[src/rtl/core/mst_pkg.sv]
// ----------------------------------------------------------------------------
// mst_pkg
// shared constants, codes and handshake types for the timer slot table
// ----------------------------------------------------------------------------
package mst_pkg;

   // table geometry
   localparam int SLOTS     = 16;
   localparam int SLOT_BITS = $clog2(SLOTS);
   localparam int ID_BITS   = 8;

   // field widths of the ports
   localparam int ACTION_W = 3;
   localparam int TID_W    = 8;
   localparam int PERIOD_W = 16;
   localparam int KIND_W   = 3;
   localparam int INDEX_W  = 4;

   // action codes
   localparam logic [ACTION_W-1:0] ACT_ADD     = 3'd0;
   localparam logic [ACTION_W-1:0] ACT_STOP    = 3'd1;
   localparam logic [ACTION_W-1:0] ACT_RESTART = 3'd2;
   localparam logic [ACTION_W-1:0] ACT_TICK    = 3'd3;
   localparam logic [ACTION_W-1:0] ACT_SERVICE = 3'd4;

   // result kinds
   localparam logic [KIND_W-1:0] RES_ADDED      = 3'd0;
   localparam logic [KIND_W-1:0] RES_REJECTED   = 3'd1;
   localparam logic [KIND_W-1:0] RES_STOPPED    = 3'd2;
   localparam logic [KIND_W-1:0] RES_STOP_MISS  = 3'd3;
   localparam logic [KIND_W-1:0] RES_RESTARTED  = 3'd4;
   localparam logic [KIND_W-1:0] RES_RESTART_MISS = 3'd5;
   localparam logic [KIND_W-1:0] RES_FIRED      = 3'd6;

   // controller to datapath
   typedef struct packed {
      logic load;   // capture a new command, rewind the slot walk
      logic step;   // process the current slot and advance
   } ctl_cmd_type;

   // datapath to controller
   typedef struct packed {
      logic emit;     // current slot produces a result
      logic finish;   // current slot ends the command
      logic out_free; // output register can take a result this cycle
   } dp_status_type;

endpackage

[src/rtl/core/mst_ctrl.sv]
// ----------------------------------------------------------------------------
// mst_ctrl
// command sequencer: accepts a command, then walks the slots, unless a result waits on a stalled output, one per cycle
// ----------------------------------------------------------------------------
module mst_ctrl (
   input  logic                   clock,
   input  logic                   reset,
   input  logic                   req_valid,
   output logic                   req_stall,
   input  mst_pkg::dp_status_type status,
   output mst_pkg::ctl_cmd_type   cmd
);

   localparam logic ST_IDLE = 1'b0;
   localparam logic ST_WALK = 1'b1;

   logic state_ff;
   logic state_in;

   // input is taken only between commands
   assign req_stall = (state_ff != ST_IDLE);

   // step when the slot needs no result or the output register has room
   always_comb begin
      cmd.load = 1'b0;
      cmd.step = 1'b0;
      state_in = state_ff;
      case (state_ff)
         ST_IDLE: begin
            if (req_valid) begin
               cmd.load = 1'b1;
               state_in = ST_WALK;
            end
         end
         ST_WALK: begin
            cmd.step = !status.emit || status.out_free;
            if (cmd.step && status.finish) begin
               state_in = ST_IDLE;
            end
         end
         default: begin
            state_in = ST_IDLE;
         end
      endcase
   end

   // state register
   always_ff @(posedge clock) begin
      if (reset) begin
         state_ff <= ST_IDLE;
      end else begin
         state_ff <= state_in;
      end
   end

endmodule

[src/rtl/core/mst_datapath.sv]
// ----------------------------------------------------------------------------
// mst_datapath
// slot storage, per-slot command logic and the result register
// ----------------------------------------------------------------------------
module mst_datapath (
   input  logic                                clock,
   input  logic                                reset,
   input  mst_pkg::ctl_cmd_type                cmd,
   output mst_pkg::dp_status_type              status,
   input  logic [mst_pkg::ACTION_W-1:0]        req_action,
   input  logic [mst_pkg::TID_W-1:0]           req_timer_id,
   input  logic [mst_pkg::PERIOD_W-1:0]        req_period,
   input  logic                                req_continuous,
   output logic                                rsp_valid,
   input  logic                                rsp_stall,
   output logic [mst_pkg::KIND_W-1:0]          rsp_result_kind,
   output logic [mst_pkg::INDEX_W-1:0]         rsp_slot_index,
   output logic [mst_pkg::TID_W-1:0]           rsp_fired_id,
   output logic                                rsp_last_item
);

   // slot table
   logic [mst_pkg::ID_BITS-1:0]  owner_ff  [mst_pkg::SLOTS];
   logic [mst_pkg::PERIOD_W-1:0] remain_ff [mst_pkg::SLOTS];
   logic [mst_pkg::PERIOD_W-1:0] reload_ff [mst_pkg::SLOTS];
   logic                         repeat_ff [mst_pkg::SLOTS];

   // captured command and walk position
   logic [mst_pkg::ACTION_W-1:0]  act_ff;
   logic [mst_pkg::ID_BITS-1:0]   id_ff;
   logic [mst_pkg::PERIOD_W-1:0]  period_ff;
   logic                          cont_ff;
   logic [mst_pkg::SLOT_BITS-1:0] idx_ff;

   // result register
   logic                         out_valid_ff;
   logic [mst_pkg::KIND_W-1:0]   out_kind_ff;
   logic [mst_pkg::INDEX_W-1:0]  out_index_ff;
   logic [mst_pkg::TID_W-1:0]    out_id_ff;
   logic                         out_last_ff;

   logic [mst_pkg::ID_BITS-1:0]  cur_owner;
   logic [mst_pkg::PERIOD_W-1:0] cur_remain;
   logic [mst_pkg::PERIOD_W-1:0] cur_reload;
   logic                         cur_repeat;
   logic                         last_slot;
   logic                         hit;
   logic                         armed_above;
   logic [mst_pkg::KIND_W-1:0]   res_kind;
   logic [mst_pkg::TID_W-1:0]    res_id;
   logic                         res_last;
   logic                         do_emit;

   // slot under the walk
   assign cur_owner  = owner_ff[idx_ff];
   assign cur_remain = remain_ff[idx_ff];
   assign cur_reload = reload_ff[idx_ff];
   assign cur_repeat = repeat_ff[idx_ff];
   assign last_slot  = (idx_ff == mst_pkg::SLOT_BITS'(mst_pkg::SLOTS - 1));

   // any expired slot beyond the current one, for the last mark on service
   always_comb begin
      armed_above = 1'b0;
      for (int i = 0; i < mst_pkg::SLOTS; i++) begin
         if ((i > int'(idx_ff)) && (owner_ff[i] != '0) && (remain_ff[i] == '0)) begin
            armed_above = 1'b1;
         end
      end
   end

   // per-slot decision
   always_comb begin
      hit      = 1'b0;
      do_emit  = 1'b0;
      res_kind = mst_pkg::RES_REJECTED;
      res_id   = mst_pkg::TID_W'(id_ff);
      res_last = 1'b1;
      status.finish = last_slot;
      case (act_ff)
         mst_pkg::ACT_ADD: begin
            hit      = (id_ff != '0) && (cur_owner == '0);
            do_emit  = hit || last_slot;
            res_kind = hit ? mst_pkg::RES_ADDED : mst_pkg::RES_REJECTED;
            status.finish = do_emit;
         end
         mst_pkg::ACT_STOP: begin
            hit      = (id_ff != '0) && (cur_owner == id_ff);
            do_emit  = hit || last_slot;
            res_kind = hit ? mst_pkg::RES_STOPPED : mst_pkg::RES_STOP_MISS;
            status.finish = do_emit;
         end
         mst_pkg::ACT_RESTART: begin
            hit      = (id_ff != '0) && (cur_owner == id_ff);
            do_emit  = hit || last_slot;
            res_kind = hit ? mst_pkg::RES_RESTARTED : mst_pkg::RES_RESTART_MISS;
            status.finish = do_emit;
         end
         mst_pkg::ACT_SERVICE: begin
            hit      = (cur_owner != '0) && (cur_remain == '0);
            do_emit  = hit;
            res_kind = mst_pkg::RES_FIRED;
            res_id   = mst_pkg::TID_W'(cur_owner);
            res_last = !armed_above;
         end
         default: begin
            hit = 1'b0;
         end
      endcase
      status.emit     = do_emit;
      status.out_free = !out_valid_ff || !rsp_stall;
   end

   // command capture and walk counter
   always_ff @(posedge clock) begin
      if (cmd.load) begin
         act_ff    <= req_action;
         id_ff     <= req_timer_id[mst_pkg::ID_BITS-1:0];
         period_ff <= req_period;
         cont_ff   <= req_continuous;
         idx_ff    <= '0;
      end else if (cmd.step) begin
         idx_ff <= idx_ff + 1'b1;
      end
   end

   // slot table update
   always_ff @(posedge clock) begin
      if (reset) begin
         for (int i = 0; i < mst_pkg::SLOTS; i++) begin
            owner_ff[i]  <= '0;
            remain_ff[i] <= '0;
            reload_ff[i] <= '0;
            repeat_ff[i] <= 1'b0;
         end
      end else if (cmd.step) begin
         case (act_ff)
            mst_pkg::ACT_ADD: begin
               if (hit) begin
                  owner_ff[idx_ff]  <= id_ff;
                  remain_ff[idx_ff] <= period_ff;
                  reload_ff[idx_ff] <= period_ff;
                  repeat_ff[idx_ff] <= cont_ff;
               end
            end
            mst_pkg::ACT_STOP: begin
               if (hit) begin
                  owner_ff[idx_ff]  <= '0;
                  remain_ff[idx_ff] <= '0;
                  reload_ff[idx_ff] <= '0;
                  repeat_ff[idx_ff] <= 1'b0;
               end
            end
            mst_pkg::ACT_RESTART: begin
               if (hit) begin
                  remain_ff[idx_ff] <= cur_reload;
               end
            end
            mst_pkg::ACT_TICK: begin
               if (cur_remain != '0) begin
                  remain_ff[idx_ff] <= cur_remain - 1'b1;
               end
            end
            mst_pkg::ACT_SERVICE: begin
               if (hit) begin
                  if (cur_repeat) begin
                     remain_ff[idx_ff] <= cur_reload;
                  end else begin
                     owner_ff[idx_ff]  <= '0;
                     remain_ff[idx_ff] <= '0;
                     reload_ff[idx_ff] <= '0;
                     repeat_ff[idx_ff] <= 1'b0;
                  end
               end
            end
            default: begin
               owner_ff[idx_ff] <= cur_owner;
            end
         endcase
      end
   end

   // result register: loads when a result is produced, empties on transfer
   always_ff @(posedge clock) begin
      if (reset) begin
         out_valid_ff <= 1'b0;
      end else if (cmd.step && do_emit) begin
         out_valid_ff <= 1'b1;
      end else if (!rsp_stall) begin
         out_valid_ff <= 1'b0;
      end
   end

   always_ff @(posedge clock) begin
      if (cmd.step && do_emit) begin
         out_kind_ff  <= res_kind;
         out_index_ff <= hit ? mst_pkg::INDEX_W'(idx_ff) : '0;
         out_id_ff    <= res_id;
         out_last_ff  <= res_last;
      end
   end

   assign rsp_valid       = out_valid_ff;
   assign rsp_result_kind = out_kind_ff;
   assign rsp_slot_index  = out_index_ff;
   assign rsp_fired_id    = out_id_ff;
   assign rsp_last_item   = out_last_ff;

endmodule

[src/rtl/core/multi_slot_software_timer_table.sv]
// A table of 16 timer slots driven by commands: add, stop, restart, tick and
// service. Every command is taken in, then walks the slot table once, one slot
// per clock while the slot needs no result or the output register has room;
// add, stop and restart end early at the slot they act on. Service delivers
// one fired result per expired slot in slot order, the final one marked with
// last_item; while the output is stalled the walk waits at the slot that has
// a result. A new command is taken once the previous walk has ended, even if
// its final result is still waiting in the output register.
// ----------------------------------------------------------------------------
// multi_slot_software_timer_table
// top level: command sequencer plus slot table datapath
// ----------------------------------------------------------------------------
module multi_slot_software_timer_table (
   input  logic                               clock,
   input  logic                               reset,
   input  logic                               req_valid,
   output logic                               req_stall,
   input  logic [mst_pkg::ACTION_W-1:0]       req_action,
   input  logic [mst_pkg::TID_W-1:0]          req_timer_id,
   input  logic [mst_pkg::PERIOD_W-1:0]       req_period,
   input  logic                               req_continuous,
   output logic                               rsp_valid,
   input  logic                               rsp_stall,
   output logic [mst_pkg::KIND_W-1:0]         rsp_result_kind,
   output logic [mst_pkg::INDEX_W-1:0]        rsp_slot_index,
   output logic [mst_pkg::TID_W-1:0]          rsp_fired_id,
   output logic                               rsp_last_item
);

   mst_pkg::ctl_cmd_type   cmd;
   mst_pkg::dp_status_type status;

   // sequencer
   mst_ctrl u_ctrl (
      .clock     (clock),
      .reset     (reset),
      .req_valid (req_valid),
      .req_stall (req_stall),
      .status    (status),
      .cmd       (cmd)
   );

   // slot table and result register
   mst_datapath u_datapath (
      .clock           (clock),
      .reset           (reset),
      .cmd             (cmd),
      .status          (status),
      .req_action      (req_action),
      .req_timer_id    (req_timer_id),
      .req_period      (req_period),
      .req_continuous  (req_continuous),
      .rsp_valid       (rsp_valid),
      .rsp_stall       (rsp_stall),
      .rsp_result_kind (rsp_result_kind),
      .rsp_slot_index  (rsp_slot_index),
      .rsp_fired_id    (rsp_fired_id),
      .rsp_last_item   (rsp_last_item)
   );

endmodule

[config.mk]
export PLATFORM = sky130hd
export DESIGN_NAME = multi_slot_software_timer_table
export DESIGN_NICKNAME = d
export VERILOG_FILES = /design/src/rtl/core/mst_pkg.sv /design/src/rtl/core/mst_ctrl.sv /design/src/rtl/core/mst_datapath.sv /design/src/rtl/core/multi_slot_software_timer_table.sv
export SDC_FILE = /design/constraint.sdc
export NUM_CORES = 1
export LEC_CHECK = 0
export CAP_MARGIN = 20
export CORE_MARGIN = 10
export CORE_UTILIZATION = 65
export DETAILED_ROUTE_END_ITERATION = 7
export DONT_BUFFER_PORTS = 1
export PLACE_DENSITY = 0.82
export SETUP_SLACK_MARGIN = 0.3
export SLEW_MARGIN = 20
export SYNTH_ARGS = -nofsm -noshare
export SYNTH_HDL_FRONTEND = slang
export SYNTH_SLANG_ARGS = --single-unit
[constraint.sdc]
create_clock -name clock -period 9.3 [get_ports clock]
set_clock_uncertainty 0.15 [all_clocks]
set_input_delay 1.395 -clock clock [delete_from_list [all_inputs] [get_ports clock]]
set_output_delay 1.395 -clock clock [all_outputs]
set_load 0.005 [all_outputs]
* After elaboration in Yosys (flattened, before gate mapping)
Memory sizes are Yosys's and may differ from the RTL's. A register that Yosys moved wholly into a read port is not among the register bits. Index checks and enable logic that the tools add are counted.
Word-level totals: bits in writable memories 656, memory bits (read-only) 0, register bits after elaboration 50, logic and storage cells 235, output and inout port bits 18, latch bits 0, memories 4
Memories:
- u_datapath.reload_ff | words 16, width 16, read ports 1, clocked after Yosys merged registers in 1, write ports 16, line mst_datapath.sv:25 | logic [mst_pkg::PERIOD_W-1:0] reload_ff [mst_pkg::SLOTS];
- u_datapath.remain_ff | words 16, width 16, read ports 16, clocked after Yosys merged registers in 1, write ports 16, line mst_datapath.sv:24 | logic [mst_pkg::PERIOD_W-1:0] remain_ff [mst_pkg::SLOTS];
- u_datapath.owner_ff | words 16, width 8, read ports 16, clocked after Yosys merged registers in 1, write ports 16, line mst_datapath.sv:23 | logic [mst_pkg::ID_BITS-1:0] owner_ff [mst_pkg::SLOTS];
- u_datapath.repeat_ff | words 16, width 1, read ports 1, clocked after Yosys merged registers in 1, write ports 16, line mst_datapath.sv:26 | logic repeat_ff [mst_pkg::SLOTS];
Cells by class: add/subtract/negate cells 2, multiply operators 0, divide/modulo/power cells 0, reduce and logical (&&, ||, !) cells 85, bitwise gates (word level) 13, mux-type cells 98, shifts and indexed selects 0, eq/ne operators 7, magnitude comparators 15
Operators by type and width (number):
- zero test 16 bit | 16
- two-way mux 16 bit | 9
- nonzero test 8 bit | 17
- two-way mux 1 bit | 67
- two-way mux 4 bit | 12
- two-way mux 8 bit | 5
- logical AND 1 bit | 35
- greater-than comparator 4 bit, first input constant | 8
- OR reduction 16 bit | 2
- greater-than comparator 3 x 4 -> 1 bit, first input constant | 4
- nonzero test 16 bit | 1
- subtractor 16 x 1 -> 16 bit, second input constant | 1
- OR 1 bit | 12
- case mux 3 bit (4 select lines) | 1
- == test 8 bit | 1
- greater-than comparator 2 x 4 -> 1 bit, first input constant | 2
- zero test 8 bit | 1
- OR reduction 8 bit | 1
- == test 3 x 2 -> 1 bit, second input constant | 2
- case mux 1 bit (3 select lines) | 2
- OR reduction 5 bit | 1
- adder 4 x 1 -> 4 bit, second input constant | 1
- == test 4 bit, second input constant | 1
- greater-than comparator 1 x 4 -> 1 bit, first input constant | 1
- other kinds (10) | 17

* Depth between registers and ports, before layout
An unclocked memory read counts as a cell.
word-level depth 20, depth in mapped cells 19

* Hierarchy
A second synthesis with hierarchy kept.
Second synthesis, totals: cell total of the unflattened synthesis 2417, area total of the unflattened synthesis 33483.4 µm²
Modules (own cells, without submodules):
- mst_datapath | sequential area each 21200.3 µm², cells each 2411, times used 1, area each 33415.8 µm²
- mst_ctrl | sequential area each 20.0 µm², cells each 6, times used 1, area each 67.6 µm²

* Least setup slack after synthesis
OpenSTA, ideal clock, no wires.
kind flip-flop to flip-flop, start point register with a tool-made name, end point memory u_datapath.owner_ff[10][0] in the netlist's numbering, enable pin, data required time 8775 ps, data arrival time 4291 ps, stages on the path, launching flop included 19, period minus slack after synthesis 4815 ps, slack 4485 ps, cell sequence dfxtp_1 buf_6 buf_4 buf_4 buf_6 buf_2 mux4_2 mux4_2 inv_1 ha_1 and4_1 nor4b_2 o2111ai_4 a31oi_4 buf_6 buf_12 a21boi_2 buf_2 o21bai_1
RTL lines (line):
- to (decl) | mst_datapath.sv:23

==> run_results.csv <==
group,metric,value,unit
floorplan,rows,84,
cells_and_area,final_nets,2482,
clocking,postCtsSetupRepairBufs,0,
placed_design,placed_cells,3058,
cells_and_area,utilization,70.51,%
detailed_routing,avgRoutedWirePerCell,36.62,µm
worst_setup_path,crit_required,9.42,ns
worst_setup_path,crit_arrival,6.88,ns
worst_setup_path,worstSetupEndpointType,"register",
clocking,cts_tree,"yes",
yosys,synth-seq-cells,710,
power_and_ir_drop,total_power,7.899,mW
global_routing,grt_pass1_wl,166400,µm
placed_design,gp_congestion,1.052,
floorplan,dieArea,0.06281,mm²
floorplan,initial_core_util,65.65,%
yosys,syn-cell-area,0.03457,mm²
global_routing,grt_max_degree,58,
power_and_ir_drop,power_leakage,12.14,nW
worst_setup_path,critPathTopFamily,"simple AND/OR/NAND/NOR gates",
cells_and_area,num-fill-cells,3249,
worst_hold_path,hp-class,"register to register",
yosys,synth.distinct_cells,93,
flow_run,cap_violations,0,
yosys,syn_inst,2504,
outcome,status,"finished, final reports clean",
detailed_routing,drt_wl_total,116600,µm
cells_and_area,final_layout_size_suffix_gt1_share,17.86,%
detailed_routing,drcViolationCount,0,
power_and_ir_drop,ir_drop,0.0002385,V
timing,slew_headroom,20.99,%
clocking,numCtsBuffers,72,
floorplan,coreArea,0.05266,mm²
worst_hold_path,hold_start,"u_datapath.rsp_valid",
yosys,avgSynthCellArea,13.81,µm²
placed_design,pre_cts_ws,2.691,ns
yosys,synthFlopType,"edfxtp_1",
cells_and_area,antenna_cells,0,
global_routing,grt-ovfl-total,0,
cells_and_area,instances_no_fill,3185,
yosys,synth.net_count,2542,
timing,worst_pin_slew,1.178,ns
global_routing,first_global_vias,23740,
global_routing,grt_usage,36.64,%
yosys,ys_warn_count,0,
worst_setup_path,crit_path_start_kind,"register",
timing,tns,0,ns
detailed_routing,vias,24780,
detailed_routing,final_antenna_net_count,0,
worst_setup_path,crit_buf_inv,3,
timing,hold_viol_final,0,
timing,rsz0062_at_grt,"false",
floorplan,die_y,250.6,µm
detailed_routing,viasPerCell,7.781,
clocking,cts_sinks,710,
timing,slew_violations,0,
floorplan,die_w,250.6,µm
clocking,clkTransAtPathRegs,0.07,ns
timing,period_needed,6.757,ns
yosys,synthArstFlopShare,0,%
yosys,ys_seq_area_share,61.38,%
yosys,yosysTopAreaCell,"edfxtp_1",
cells_and_area,final_cell_mix,"edfxtp_1 (700), nor2_1 (540), mux4_2 (170)",
clocking,clockRootBuffer,"clkbuf_16",
detailed_routing,drt-pass1-iter-count,6,
timing,setup_viol,0,
clocking,cts_hold_buffers,0,
clocking,post_cts_resized,0,
yosys,synth_area_leaders,"edfxtp_1 (61%), mux4_2 (11%), nor2_1 (5.9%), nor3_1 (2.2%), nor4_1 (1.5%)",
global_routing,antenna_found_initial,3,
cells_and_area,syn_to_final_growth,7.405,%
placed_design,port_buffers,0,
worst_setup_path,slowest_stage,"dfxtp_4",
clocking,cts_buffer_depth,3,
clocking,insertion_delay,0.64,ns
timing,fin_ws,2.543,ns
worst_setup_path,worst-path-max-fanout,39,
timing,period_share,72.66,%
detailed_routing,drt_iter0_markers,4791,
yosys,synth_top_area_share,60.81,%
power_and_ir_drop,cellPowerDensity,212.7,mW/mm²
floorplan,pin_count,50,
worst_setup_path,crit_chain,"buf_4, mux4_2, mux4_2, inv_1, ha_1, and4_1, nor4b_2, o2111ai_4, a31oi_4, buf_4, o21ai_1, nand2b_1",
cells_and_area,final_common_cell,"edfxtp_1",
worst_setup_path,worstSetupPathType,"register to register",
timing,fmax,148.0,MHz
yosys,synth-edff-count,700,
worst_setup_path,slowest_delay,0.89,ns
clocking,htree_levels,3,
placed_design,hpwl,78250,µm
## worst reg2reg max path, cell delays in order (launching register included)
cell       delay [ns]
dfxtp_4          0.89
buf_4            0.64
mux4_2           0.60
mux4_2           0.51
inv_1            0.10
ha_1             0.14
and4_1           0.20
nor4b_2          0.60
o2111ai_4        0.35
a31oi_4          0.39
buf_4            0.56
o21ai_1          0.54
nand2b_1         0.71
## metal layers
layer  GRT usage (%)  wire length (µm)
met4           23.86              9683
met1           45.16             35610
met5               0                57
met3           13.45             20030
met2           53.94             51250
## final cells by class
| type | instances | area (µm²) | share of cell area [%] |
|---|---|---|---|
| Multi-Input combinational cell | 1596 | 12300 | 33.14 |
| Inverter | 11 | 41.29 | 0.1112 |
| Sequential cell | 710 | 21230 | 57.19 |
| Tap cell | 688 | 860.8 | 2.318 |
| Timing Repair Buffer | 53 | 425.4 | 1.146 |
| Clock inverter | 43 | 389.1 | 1.048 |
| Clock buffer | 84 | 1877 | 5.055 |
## kinds of logic after synthesis
logic type      after synthesis  synth area share [%]
mux                         236                 13.04
buf+inv                     198                 3.420
flops                       710                 61.38
compound gates              270                 6.519
simple gates               1068                 15.01
fa+ha+maj                     6                0.2172
xor+xnor                     16                0.4054
## synthesized netlist by cell type, types with 11 or more instances
library cell	n
buf_2	68
a211oi_1	20
and2_1	25
nor4_1	83
nor3_1	150
nand4_1	13
xnor2_1	11
o21ai_0	29
buf_6	29
mux4_2	170
nand2b_1	41
nor2_1	540
edfxtp_1	700
nand2_2	14
buf_4	32
nand3_4	12
o211ai_1	11
a31oi_1	17
nor4b_1	17
nor2b_1	21
o21bai_1	18
a211oi_2	14
clkbuf_1	47
mux2_2	16
a22o_1	13
nand3_1	17
a221oi_1	17
nand2_1	90
mux2i_1	50
a21oi_1	41
## report_power, final
part           internal [mW]  switching (mW)  total (mW)
Combinational          0.468           0.774        1.24
Sequential              3.63           0.158        3.79
Clock                   1.59            1.27        2.87
## worst paths after layout
check | depth (start not counted) | slack, ns | to
worst max-delay path | 12 | 2.54 | u_datapath.remain_ff[12][0]
worst min-delay path | 2 | 0.49 | u_datapath.rsp_valid
worst max register to register | 12 | 2.54 | u_datapath.remain_ff[12][0]
worst min register to register | 2 | 0.49 | u_datapath.rsp_valid
## per-stage QoR
step | hold slack [ns] | instance area, µm²
5_1_grt | 0.5097 | 37130
3_3_place_gp | 0.4520 | 34830
6_report | 0.4868 | 37130
2_1_floorplan | 0.3418 | 34570
4_1_cts | 0.4905 | 37130
3_5_place_dp | 0.4665 | 34860
## sequential cells by signal (all words and copies together), names as in the netlist, named ones only
signal	flops
u_datapath.reload_ff	256
u_datapath.rsp_result_kind	3
u_datapath.act_ff	3
u_datapath.remain_ff	256
u_datapath.rsp_fired_id	8
u_datapath.repeat_ff	16
u_ctrl.req_stall	1
u_datapath.rsp_slot_index	4
u_datapath.owner_ff	128
u_datapath.cont_ff	1
u_datapath.period_ff	16
u_datapath.rsp_last_item	1
u_datapath.id_ff	8
u_datapath.idx_ff	4
u_datapath.rsp_valid	1
Note: power is estimated with default switching activity, not from simulation.
